<file path="config.mk">
export PLATFORM = sky130hd
export DESIGN_NAME = multicore_semaphore_doorbell_regs
export DESIGN_NICKNAME = d
export VERILOG_FILES = /design/src/rtl/core/mcsdb_pkg.sv /design/src/rtl/core/mcsdb_ctrl.sv /design/src/rtl/core/mcsdb_datapath.sv /design/src/rtl/core/multicore_semaphore_doorbell_regs.sv
export SDC_FILE = /design/constraint.sdc
export NUM_CORES = 1
export LEC_CHECK = 0
export ABC_AREA = 0
export ABC_CLOCK_PERIOD_IN_PS = 2390
export BUFFER_PORTS_ARGS = -buffer_cell sky130_fd_sc_hd__buf_2
export CAP_MARGIN = 20
export CORE_ASPECT_RATIO = 0.7
export CORE_MARGIN = 4
export CORE_UTILIZATION = 58
export CTS_BUF_LIST = sky130_fd_sc_hd__clkbuf_4
export DETAILED_ROUTE_END_ITERATION = 6
export PLACE_DENSITY = 0.79
export SLEW_MARGIN = 10
export SYNTH_ARGS = -nofsm -noshare
export SYNTH_HDL_FRONTEND = slang
export SYNTH_SLANG_ARGS = --single-unit
</file>
<file path="constraint.sdc">
create_clock -name clk -period 2.39 [get_ports clk]
set_input_delay 0 -clock clk [delete_from_list [all_inputs] [get_ports clk]]
set_output_delay 0 -clock clk [all_outputs]
set_load 0.01 [all_outputs]
</file>
<file path="src/rtl/core/mcsdb_pkg.sv">
// Shared types and constants for the multicore semaphore and doorbell register block.
// No dependencies; the controller, datapath and top level import it.
`default_nettype none

package mcsdb_pkg;

  localparam int unsigned ADDR_W = 6;
  localparam int unsigned DATA_W = 32;
  localparam int unsigned NUM_SEMA = 32;
  localparam int unsigned NUM_MBOX = 8;
  localparam int unsigned NUM_VPU_SEMA = 2;
  localparam int unsigned NUM_DOORBELL = 2;
  localparam int unsigned NUM_IREQ = 2;

  // Word indexes, taken from the byte offsets of the register window
  localparam logic [ADDR_W-1:0] WORD_SEMA_LAST  = ADDR_W'(12'h07c >> 2);
  localparam logic [ADDR_W-1:0] WORD_STATUS     = ADDR_W'(12'h080 >> 2);
  localparam logic [ADDR_W-1:0] WORD_IREQ_0     = ADDR_W'(12'h084 >> 2);
  localparam logic [ADDR_W-1:0] WORD_IREQ_1     = ADDR_W'(12'h088 >> 2);
  localparam logic [ADDR_W-1:0] WORD_ICSET_0    = ADDR_W'(12'h090 >> 2);
  localparam logic [ADDR_W-1:0] WORD_ICCLR_0    = ADDR_W'(12'h098 >> 2);
  localparam logic [ADDR_W-1:0] WORD_MBOX_FIRST = ADDR_W'(12'h0a0 >> 2);
  localparam logic [ADDR_W-1:0] WORD_MBOX_LAST  = ADDR_W'(12'h0bc >> 2);
  localparam logic [ADDR_W-1:0] WORD_VPUSEMA_0  = ADDR_W'(12'h0c0 >> 2);
  localparam logic [ADDR_W-1:0] WORD_VPU_STAT   = ADDR_W'(12'h0c8 >> 2);

  typedef enum logic {
    CMD_READ  = 1'b0,
    CMD_WRITE = 1'b1
  } bus_cmd_t;

  typedef enum logic [1:0] {
    ACC_OK       = 2'd0,
    ACC_READONLY = 2'd1,
    ACC_UNMAPPED = 2'd2
  } acc_status_t;

  typedef enum logic {
    ST_IDLE = 1'b0,
    ST_EXEC = 1'b1
  } ctl_state_t;

  // Commands from the controller to the datapath
  typedef struct packed {
    logic load;  // capture the incoming item
    logic exec;  // perform the access and load the result register
  } ctl_cmd_t;

endpackage

`default_nettype wire

</file>
<file path="src/rtl/core/mcsdb_ctrl.sv">
// Controller state machine: input handshake, execute sequencing, result valid.
// Depends on mcsdb_pkg; drives commands into mcsdb_datapath.
`default_nettype none

module mcsdb_ctrl (
  input  wire logic              clk,
  input  wire logic              rst_n,
  input  wire logic              in_valid,
  output logic                   in_stall,
  output logic                   out_valid,
  input  wire logic              out_stall,
  output mcsdb_pkg::ctl_cmd_t    ctl_cmd
);
  import mcsdb_pkg::*;

  ctl_state_t state_r, state_nxt;
  logic       out_valid_r, out_valid_nxt;
  logic       out_free;

  // The result register may be reloaded when empty or being taken this cycle
  assign out_free = !out_valid_r || !out_stall;

  always_comb begin
    state_nxt = state_r;
    unique case (state_r)
      ST_IDLE: begin
        if (in_valid) state_nxt = ST_EXEC;
      end
      ST_EXEC: begin
        if (out_free) state_nxt = ST_IDLE;
      end
      default: state_nxt = ST_IDLE;
    endcase
  end

  always_comb begin
    in_stall     = 1'b1;
    ctl_cmd.load = 1'b0;
    ctl_cmd.exec = 1'b0;
    unique case (state_r)
      ST_IDLE: begin
        in_stall     = 1'b0;
        ctl_cmd.load = in_valid;
      end
      ST_EXEC: begin
        ctl_cmd.exec = out_free;
      end
      default: in_stall = 1'b1;
    endcase
  end

  always_comb begin
    out_valid_nxt = out_valid_r;
    if (ctl_cmd.exec) begin
      out_valid_nxt = 1'b1;
    end else if (out_valid_r && !out_stall) begin
      out_valid_nxt = 1'b0;
    end
  end

  always_ff @(posedge clk) begin
    if (!rst_n) begin
      state_r     <= ST_IDLE;
      out_valid_r <= 1'b0;
    end else begin
      state_r     <= state_nxt;
      out_valid_r <= out_valid_nxt;
    end
  end

  assign out_valid = out_valid_r;

  a_load_then_exec: assert property (@(posedge clk) disable iff (!rst_n)
    ctl_cmd.load |=> state_r == ST_EXEC)
    else $error("accepted item did not move the controller to execute");

  a_exec_gives_result: assert property (@(posedge clk) disable iff (!rst_n)
    ctl_cmd.exec |=> out_valid_r)
    else $error("executed item produced no valid result");

  a_held_result_kept: assert property (@(posedge clk) disable iff (!rst_n)
    out_valid_r && out_stall |=> out_valid_r)
    else $error("stalled result dropped");

  a_no_load_while_busy: assert property (@(posedge clk) disable iff (!rst_n)
    state_r == ST_EXEC |-> !ctl_cmd.load && in_stall)
    else $error("item accepted while another is in execution");

endmodule

`default_nettype wire

</file>
<file path="src/rtl/core/mcsdb_datapath.sv">
// Datapath: captured item, semaphore/mask/doorbell/mailbox state and result register.
// Depends on mcsdb_pkg; sequenced by mcsdb_ctrl through ctl_cmd_t.
`default_nettype none

module mcsdb_datapath (
  input  wire logic                         clk,
  input  wire logic                         rst_n,
  input  wire mcsdb_pkg::ctl_cmd_t          ctl_cmd,
  input  wire logic                         in_cmd,
  input  wire logic [mcsdb_pkg::ADDR_W-1:0] in_word_addr,
  input  wire logic [mcsdb_pkg::DATA_W-1:0] in_write_data,
  output logic [mcsdb_pkg::DATA_W-1:0]      out_read_data,
  output logic [1:0]                        out_access_status,
  output logic                              out_irq_sema_0,
  output logic                              out_irq_sema_1,
  output logic                              out_irq_core_0,
  output logic                              out_irq_core_1
);
  import mcsdb_pkg::*;

  // Captured item
  logic              wr_r;
  logic [ADDR_W-1:0] addr_r;
  logic [DATA_W-1:0] wdata_r;

  // Architectural state
  logic [NUM_SEMA-1:0]     sema_r, sema_nxt;
  logic [DATA_W-1:0]       ireq_r [NUM_IREQ], ireq_nxt [NUM_IREQ];
  logic [NUM_DOORBELL-1:0] bell_r, bell_nxt;
  logic [DATA_W-1:0]       mbox_r [NUM_MBOX];
  logic [NUM_VPU_SEMA-1:0] vsema_r, vsema_nxt;
  logic                    mbox_we;

  // Result
  logic [DATA_W-1:0] rd_nxt, rd_r;
  acc_status_t       st_nxt, st_r;
  logic [3:0]        irq_nxt, irq_r;

  logic [ADDR_W-1:0] ireq_off, bell_off, mbox_off, vsema_off;
  logic              ireq_k, bell_k, vsema_k;
  logic [2:0]        mbox_k;
  logic [4:0]        sema_k;

  assign ireq_off  = addr_r - WORD_IREQ_0;
  assign bell_off  = addr_r - WORD_ICSET_0;
  assign mbox_off  = addr_r - WORD_MBOX_FIRST;
  assign vsema_off = addr_r - WORD_VPUSEMA_0;
  assign ireq_k    = ireq_off[0];
  assign bell_k    = bell_off[0];
  assign mbox_k    = mbox_off[2:0];
  assign vsema_k   = vsema_off[0];
  assign sema_k    = addr_r[4:0];

  always_ff @(posedge clk) begin
    if (ctl_cmd.load) begin
      wr_r    <= in_cmd;
      addr_r  <= in_word_addr;
      wdata_r <= in_write_data;
    end
  end

  always_comb begin
    sema_nxt  = sema_r;
    ireq_nxt  = ireq_r;
    bell_nxt  = bell_r;
    vsema_nxt = vsema_r;
    mbox_we   = 1'b0;
    rd_nxt    = '0;
    st_nxt    = ACC_OK;

    if (addr_r <= WORD_SEMA_LAST) begin
      if (wr_r == CMD_WRITE) begin
        sema_nxt[sema_k] = 1'b0;
      end else begin
        rd_nxt           = DATA_W'(sema_r[sema_k]);
        sema_nxt[sema_k] = 1'b1;
      end
    end else if (addr_r == WORD_STATUS || addr_r == WORD_VPU_STAT) begin
      if (wr_r == CMD_WRITE) begin
        st_nxt = ACC_READONLY;
      end else if (addr_r == WORD_STATUS) begin
        rd_nxt = sema_r;
      end
    end else if (addr_r == WORD_IREQ_0 || addr_r == WORD_IREQ_1) begin
      if (wr_r == CMD_WRITE) ireq_nxt[ireq_k] = wdata_r;
      else                   rd_nxt = ireq_r[ireq_k];
    end else if (addr_r >= WORD_ICSET_0 && addr_r <= WORD_ICCLR_0 + ADDR_W'(1)) begin
      if (wr_r == CMD_WRITE) begin
        // Set word when below the clear words; only data bit 0 acts
        if (wdata_r[0]) bell_nxt[bell_k] = (addr_r < WORD_ICCLR_0);
      end else begin
        rd_nxt = DATA_W'(bell_r[bell_k]);
      end
    end else if (addr_r >= WORD_MBOX_FIRST && addr_r <= WORD_MBOX_LAST) begin
      if (wr_r == CMD_WRITE) mbox_we = 1'b1;
      else                   rd_nxt = mbox_r[mbox_k];
    end else if (addr_r == WORD_VPUSEMA_0 || addr_r == WORD_VPUSEMA_0 + ADDR_W'(1)) begin
      if (wr_r == CMD_WRITE) begin
        vsema_nxt[vsema_k] = 1'b0;
      end else begin
        rd_nxt             = DATA_W'(vsema_r[vsema_k]);
        vsema_nxt[vsema_k] = 1'b1;
      end
    end else begin
      st_nxt = ACC_UNMAPPED;
    end

    if (wr_r == CMD_WRITE) rd_nxt = '0;

    // Interrupt levels reflect the state after this access
    irq_nxt[0] = |(ireq_nxt[0] & ~sema_nxt);
    irq_nxt[1] = |(ireq_nxt[1] & ~sema_nxt);
    irq_nxt[2] = bell_nxt[0];
    irq_nxt[3] = bell_nxt[1];
  end

  always_ff @(posedge clk) begin
    if (!rst_n) begin
      sema_r  <= '0;
      ireq_r  <= '{default: '0};
      bell_r  <= '0;
      mbox_r  <= '{default: '0};
      vsema_r <= '0;
    end else if (ctl_cmd.exec) begin
      sema_r  <= sema_nxt;
      ireq_r  <= ireq_nxt;
      bell_r  <= bell_nxt;
      vsema_r <= vsema_nxt;
      if (mbox_we) mbox_r[mbox_k] <= wdata_r;
    end
  end

  // Result register; levels start low after reset
  always_ff @(posedge clk) begin
    if (!rst_n) begin
      irq_r <= '0;
    end else if (ctl_cmd.exec) begin
      irq_r <= irq_nxt;
    end
  end

  always_ff @(posedge clk) begin
    if (ctl_cmd.exec) begin
      rd_r <= rd_nxt;
      st_r <= st_nxt;
    end
  end

  assign out_read_data     = rd_r;
  assign out_access_status = st_r;
  assign out_irq_sema_0    = irq_r[0];
  assign out_irq_sema_1    = irq_r[1];
  assign out_irq_core_0    = irq_r[2];
  assign out_irq_core_1    = irq_r[3];

  a_claim_sets_bit: assert property (@(posedge clk) disable iff (!rst_n)
    ctl_cmd.exec && wr_r == CMD_READ && addr_r <= WORD_SEMA_LAST |=> sema_r[$past(sema_k)])
    else $error("semaphore read did not claim the semaphore");

  a_write_reads_zero: assert property (@(posedge clk) disable iff (!rst_n)
    ctl_cmd.exec && wr_r == CMD_WRITE |=> rd_r == '0)
    else $error("write returned nonzero read data");

  a_no_exec_no_change: assert property (@(posedge clk) disable iff (!rst_n)
    !ctl_cmd.exec |=> $stable(sema_r) && $stable(bell_r) && $stable(vsema_r))
    else $error("state changed without an executed item");

endmodule

`default_nettype wire

</file>
<file path="src/rtl/core/multicore_semaphore_doorbell_regs.sv">
// Multicore semaphore and doorbell register block: one bus access per item.
// The accepted item is captured, then executed into the result register once that register is free.
// The controller takes no new item until the current one has executed (capture, then execute).
// The next item is accepted while a finished result still waits on out_stall.
// Reset (synchronous, rst_n low): all semaphores free, masks, doorbells and mailboxes zero.
`default_nettype none

module multicore_semaphore_doorbell_regs (
  input  wire logic                         clk,
  input  wire logic                         rst_n,
  input  wire logic                         in_valid,
  output logic                              in_stall,
  input  wire logic                         in_cmd,
  input  wire logic [mcsdb_pkg::ADDR_W-1:0] in_word_addr,
  input  wire logic [mcsdb_pkg::DATA_W-1:0] in_write_data,
  output logic                              out_valid,
  input  wire logic                         out_stall,
  output logic [mcsdb_pkg::DATA_W-1:0]      out_read_data,
  output logic [1:0]                        out_access_status,
  output logic                              out_irq_sema_0,
  output logic                              out_irq_sema_1,
  output logic                              out_irq_core_0,
  output logic                              out_irq_core_1
);
  import mcsdb_pkg::*;

  ctl_cmd_t ctl_cmd;

  mcsdb_ctrl u_ctrl (
    .clk       (clk),
    .rst_n     (rst_n),
    .in_valid  (in_valid),
    .in_stall  (in_stall),
    .out_valid (out_valid),
    .out_stall (out_stall),
    .ctl_cmd   (ctl_cmd)
  );

  mcsdb_datapath u_datapath (
    .clk               (clk),
    .rst_n             (rst_n),
    .ctl_cmd           (ctl_cmd),
    .in_cmd            (in_cmd),
    .in_word_addr      (in_word_addr),
    .in_write_data     (in_write_data),
    .out_read_data     (out_read_data),
    .out_access_status (out_access_status),
    .out_irq_sema_0    (out_irq_sema_0),
    .out_irq_sema_1    (out_irq_sema_1),
    .out_irq_core_0    (out_irq_core_0),
    .out_irq_core_1    (out_irq_core_1)
  );

endmodule

`default_nettype wire

</file>
# After elaboration in Yosys (flattened, before gate mapping)
# Index checks and enable logic that the tools add are counted.
[totals]
reg_bits = 435
input_bits = 43
output_inout_bits = 40
elab_cells = 150
[op_classes]
n_addsub = 4
magnitude_cmp = 16
n_eq_ne = 6
muxes = 65
bitwise = 17
reduce_logical = 20
[ops]
columns = ["cell", "n"]
rows = [
  ["32-bit two-way mux", 14],
  ["256-bit bitwise mux", 1],
  ["64-bit two-way mux", 4],
  ["32-bit bitwise AND", 3],
  ["32-bit binary-select mux with 3-bit select", 1],
  ["32-bit demux with 3-bit select", 1],
  ["64-bit bitwise mux", 1],
  ["32-bit inverter", 2],
  ["32-bit OR reduction", 2],
  ["6-bit equality test (second input constant)", 6],
  ["32-bit demux with 1-bit select", 1],
  ["32-bit bitwise OR", 1],
  ["1-bit two-way mux", 24],
  ["2-bit two-way mux", 12],
  ["6-bit >= comparator (second input constant)", 2],
  ["6-bit less-or-equal comparator (second input constant)", 2],
  ["1-bit logical AND", 8],
  ["7-bit AND reduction", 1],
  ["6-bit by 5-bit less-or-equal comparator with 1-bit output (second input constant)", 1],
  ["5-bit by 6-bit less-than comparator with 1-bit output (second input constant)", 1],
  ["6-bit less-than comparator (second input constant)", 1],
  ["1-bit inverter", 6],
  ["1-bit binary-select mux with 5-bit select", 1],
  ["1-bit demux with 5-bit select", 1],
  ["other kinds (22)", 31],
]

# Longest topological paths before layout
[depth]
word_depth = 13
mapped_depth = 10
mapped_depth_nobuf = 8

# By module
# Synthesis repeated with hierarchy kept, for this count alone.
[hier_totals]
hier_cells = 2359
area_unflattened_um2 = 20402.1
[modules_own_cells]
columns = ["module", "instances", "cells_each", "area_each_um2", "seq_area_each_um2"]
rows = [
  ["mcsdb_datapath", 1, 2350, 20315.7, 9359.0],
  ["mcsdb_ctrl", 1, 9, 86.3, 40.0],
]

# Worst setup path after synthesis
# No wires, ideal clock.
[synth_timing]
path_type = "register to register"
start = "reg u_ctrl.state_r"
end = "reg u_datapath.addr_r[0] (enable)"
setup_time_ns = 0.440
t_arrival_ns = 2.121
required_time_ns = 1.950
path_slack_ns = -0.171
stages_incl_launch_ff = 2
n_path_buf = 0
period_less_slack_ns = 2.561
path_cell_list = "dfxtp_1 -> nor2b_1"
[synth_lines]
columns = ["item", "line", "rtl"]
rows = [
  ["start: declaration", "mcsdb_ctrl.sv:16", "ctl_state_t state_r, state_nxt;"],
  ["start signal: assignment", "mcsdb_ctrl.sv:66", "state_r <= state_nxt;"],
  ["end signal: assignment", "mcsdb_datapath.sv:57", "addr_r <= in_word_addr;"],
  ["end: declaration", "mcsdb_datapath.sv:23", "logic [ADDR_W-1:0] addr_r;"],
]

# Final worst setup path
[layout_timing]
start = "reg u_datapath.addr_r[0]"
end = "reg u_datapath.rd_r[23] (netlist: u_datapath.out_read_data[23]) (data pin)"
[layout_via]
elab_chain_cells = 9
elab_cells_between_ends = 29
cone_classes = "add/sub: 2; order compare: 5; eq/ne: 4; mux: 11; bitwise: 2; reduce/logical: 5"
[layout_lines]
columns = ["item", "line", "rtl"]
rows = [
  ["3-bit by 1-bit subtractor with 3-bit output", "mcsdb_datapath.sv:46", "assign mbox_off = addr_r - WORD_MBOX_FIRST;"],
  ["3-bit inverter with 4-bit output (implied by the code)", "mcsdb_datapath.sv:96", "else rd_nxt = mbox_r[mbox_k];"],
  ["32-bit binary-select mux with 3-bit select", "mcsdb_datapath.sv:96", ""],
  ["32-bit two-way mux (implied by the code) (2 in a row)", "mcsdb_datapath.sv:96", ""],
  ["32-bit two-way mux", "mcsdb_datapath.sv:94", "end else if (addr_r >= WORD_MBOX_FIRST && addr_r <= WORD_MBOX_LAST) begin"],
  ["32-bit two-way mux", "mcsdb_datapath.sv:87", "end else if (addr_r >= WORD_ICSET_0 && addr_r <= WORD_ICCLR_0 + ADDR_W'(1)) begin"],
  ["32-bit two-way mux", "mcsdb_datapath.sv:84", "end else if (addr_r == WORD_IREQ_0 || addr_r == WORD_IREQ_1) begin"],
  ["32-bit two-way mux", "mcsdb_datapath.sv:78", "end else if (addr_r == WORD_STATUS || addr_r == WORD_VPU_STAT) begin"],
  ["end signal: assignment", "mcsdb_datapath.sv:144", "rd_r <= rd_nxt;"],
  ["end: declaration", "mcsdb_datapath.sv:35", "logic [DATA_W-1:0] rd_nxt, rd_r;"],
]
# Parallel ways exist; a longest one is shown, timed or not. The select of a mux whose other input is x is not followed.
# A chain may end at the register's enable or synchronous reset.

==> results.py <==
metrics = {
    "yosys": {
        "synth-async-reset-ratio_pct": 0,
        "synth_adder_area_share_pct": 0,
        "synth_edf_count": 73,
        "postSynthNetCount": 2312,
        "yosys_most_used_dff": "dfxtp_1",
        "netlist_area_sq_um": 20000,
        "synth_xor_xnor_area_share_pct": 0.0439,
        "synth_warnings": 0,
        "synthMuxAreaShare_pct": 12.7,
        "ys_seq_area_share_pct": 47.1,
        "synth_cell_types": 65,
        "avgSynthCellArea_sq_um": 8.79,
        "synth_top_family_by_area": "simple AND/OR/NAND/NOR gates",
        "syn_inst": 2269,
        "yosys.area_share.simple_pct": 18.9,
        "ys_ff_latch": 433,
        "synth_compound_area_share_pct": 16.6,
    },
    "clock_network": {
        "clockRootBuffer": "clkbuf_4",
        "clock_sinks": 433,
        "cts_buffers": 100,
        "cts_tree": "built",
        "clockBufferDepth": 3,
        "clk_latency_ns": 0.84,
        "h-tree-depth": 3,
        "clk_pin_slew_worst_paths_ns": 0.08,
    },
    "sta": {
        "setup_viol": 29,
        "worst_slew_pin_slew_ns": 0.886,
        "fin_crit_sh_pct": 107,
        "fin_ws_ns": -0.176,
        "finalSetupTns_ns": -2.04,
        "timing.slew.headroom_pct": 40.9,
        "post-route-min-period_ns": 2.57,
        "rsz0062_at_grt": "true",
        "skew_ns": 0.0528,
        "holdWs_ns": 0.267,
        "max_freq_mhz": 390,
        "drv_slew": 0,
        "hold_viol": 0,
    },
    "pwr": {
        "ir_drop_mv": 0.557,
        "powerDensity_nw_per_um2": 623,
        "total_power_mw": 15.6,
        "leakage_nw": 8.95,
    },
    "setup_path": {
        "path_delay_family": "multiplexers",
        "worst-path-buf-inv": 4,
        "cp_slowest_cell": "mux4_2",
        "cp-end-kind": "register",
        "startpoint_type": "register",
        "crit_cells": 8,
        "cp-startpoint": "u_datapath.addr_r[0]$_DFFE_PP_",
        "r2r_cells": 8,
        "criticalPathCategory": "reg -> reg",
        "cp_max_fo": 7,
        "rr_startpoint": "u_datapath.addr_r[0]$_DFFE_PP_",
        "r2r_slack_ns": -0.18,
        "max_stage_delay_ns": 0.50,
        "cp_cell_sequence": "buf_12 > buf_4 > buf_12 > buf_12 > mux4_2 > mux2_4 > a222oi_1 > nor2_1",
        "worstPathArrival_ns": 3.12,
        "critical_path_required_ns": 2.95,
        "regToRegEndpoint": "u_datapath.out_read_data[23]$_SDFFCE_PP0P_",
        "cpMostUsedCell": "buf_12",
    },
    "grt": {
        "grt_pass1_wl_mm": 113,
        "antenna_found_initial": 4,
        "grt_overflow": 0,
        "grt_use_total_pct": 39.2,
        "grt_max_degree": 125,
        "grt_pass1_vias": 19100,
    },
    "worst_hold_path": {
        "hp-class": "in -> reg",
        "hold_depth": 4,
        "hold_start": "rst_n",
        "min_to": "u_datapath.sema_r[15]$_SDFFE_PN0P_",
    },
    "floorplanning": {
        "die_area_sq_um": 37500,
        "std_cell_rows": 56,
        "die_width_microns": 230,
        "die_h_microns": 163,
        "io-pin-count": 83,
        "coreArea_sq_um": 33700,
        "start_util_pct": 59.2,
    },
    "finish": {
        "final_cell_count_no_fill": 3093,
        "fin_util_pct": 74.2,
        "final_area_sq_um": 25000,
        "final_common_cell": "nand2_1",
        "layout_common_cells": "nand2_1, a21oi_1, dfxtp_1",
        "fill_cells": 2403,
        "layout-drive-gt1-share_pct": 25.9,
        "synthToLayoutAreaGrowth_pct": 25.3,
        "seqCellArea_sq_um": 9400,
        "multi_input_area_sq_um": 9940,
        "finalNetCount": 2598,
    },
    "place": {
        "globalplace.congestion": 1.01,
        "place_hpwl_mm": 47.3,
        "place_area_sq_um": 21800,
        "pre_cts_slack_ns": -0.362,
        "portBuffers": 82,
        "place_inst": 2772,
    },
    "outcome": {
        "violations": "DRC, setup timing",
        "status": "finished with violations",
    },
    "drt": {
        "drtIter0Drc": 3256,
        "final_antenna_net_count": 0,
        "via_count": 20100,
        "drc": 14,
        "totalWireLength_mm": 77.1,
        "detailedRoute.firstPassIterationCount": 7,
        "wl_per_cell_microns": 24.9,
        "vias_per_cell": 6.51,
    },
    "job": {
        "maxCapViolations": 0,
    },
}
how the worst max path moves through the flow:
stage	to	slack [ns]
finish	u_datapath.out_read_data[23]$_SDFFCE_PP0P_	-0.18
global route	u_datapath.out_read_data[12]$_SDFFCE_PP0P_	-0.19
CTS	u_datapath.out_read_data[13]$_SDFFCE_PP0P_	-0.06
detailed placement	u_datapath.irq_r[1]$_SDFFE_PN0P_	-0.36
global placement	u_datapath.irq_r[1]$_SDFFE_PN0P_	-0.28
floorplan	u_datapath.out_read_data[16]$_SDFFCE_PP0P_	0.05
final cells by class:
class / instances / area share [%]
repair buffers: 405 / 14.7
multi-input cells: 1610 / 39.8
inverters: 5 / 0.105
flip-flops and latches: 433 / 37.6
diodes: 1 / 0.0100
well taps: 464 / 2.32
clock inverters: 25 / 0.976
clock buffers: 150 / 4.51
synthesized netlist by cell type, types with 5 or more instances:
cell type  count  area share (%)
nand2_1      672              13
or3_1         17            0.53
and3_1        28            0.88
a222oi_1      31             1.6
nand3_1       58             1.5
a2bb2o_1      38             1.9
mux2i_1       18            0.90
nor3_1         8            0.20
nor2_1        61             1.1
and3b_1        7            0.31
a21oi_1      379             9.5
nand2b_1       6            0.19
nor3b_2        5            0.31
mux4_2        72             8.1
mux2_2        64             3.6
clkbuf_1     171             3.2
edfxtp_1      73              11
buf_1          6            0.11
dfxtp_1      360              36
o2111ai_1     14            0.61
a211oi_1       5            0.19
a31oi_1        9            0.28
buf_2         41             1.0
o21ai_0       50             1.3
power by group:
group | internal (mW) | switching, mW
logic | 0.593 | 0.792
registers | 7.52 | 0.159
clock network | 3.41 | 3.10
repair_timing:
item	4_1_cts	5_1_grt
cloned	0	9
setup buffers	8	44
hold buffers	85	0
pin swaps	3	22
resized for setup	12	76
setup endpoints to repair	5	230
hold endpoints to repair	210	0
metal layers:
layer,part of all wire [%],track usage [%]
met5,0.036,0
met4,4.8,16.8
met3,15,11.8
met2,43,58.7
met1,38,53.3
cell families after synthesis:
group / count (synthesis)
buffers and inverters: 228
XOR/XNOR: 1
multiplexers: 155
AND/OR/NAND/NOR: 894
AO/OA/AOI/OAI: 558
flip-flops: 433
worst register-to-register path: cells and delay by family (launching register included):
family | cells | cell delay [ns]
AO/OA/AOI/OAI | 1 | 0.34
buffers and inverters | 4 | 0.58
flip-flops | 1 | 0.43
multiplexers | 2 | 0.80
AND/OR/NAND/NOR | 1 | 0.13
flip-flops by register name, indices dropped and copies added, names as in the netlist, named ones only:
signal and count:
u_datapath.addr_r 6, u_datapath.mbox_r 256, u_ctrl.state_r 1, u_ctrl.out_valid 1, u_datapath.wr_r 1, u_datapath.wdata_r 32
u_datapath.ireq_r 64, u_datapath.out_read_data 32, u_datapath.irq_r 4, u_datapath.out_access_status 2, u_datapath.sema_r 32
No activity file was read; power rests on OpenSTA's default activity.
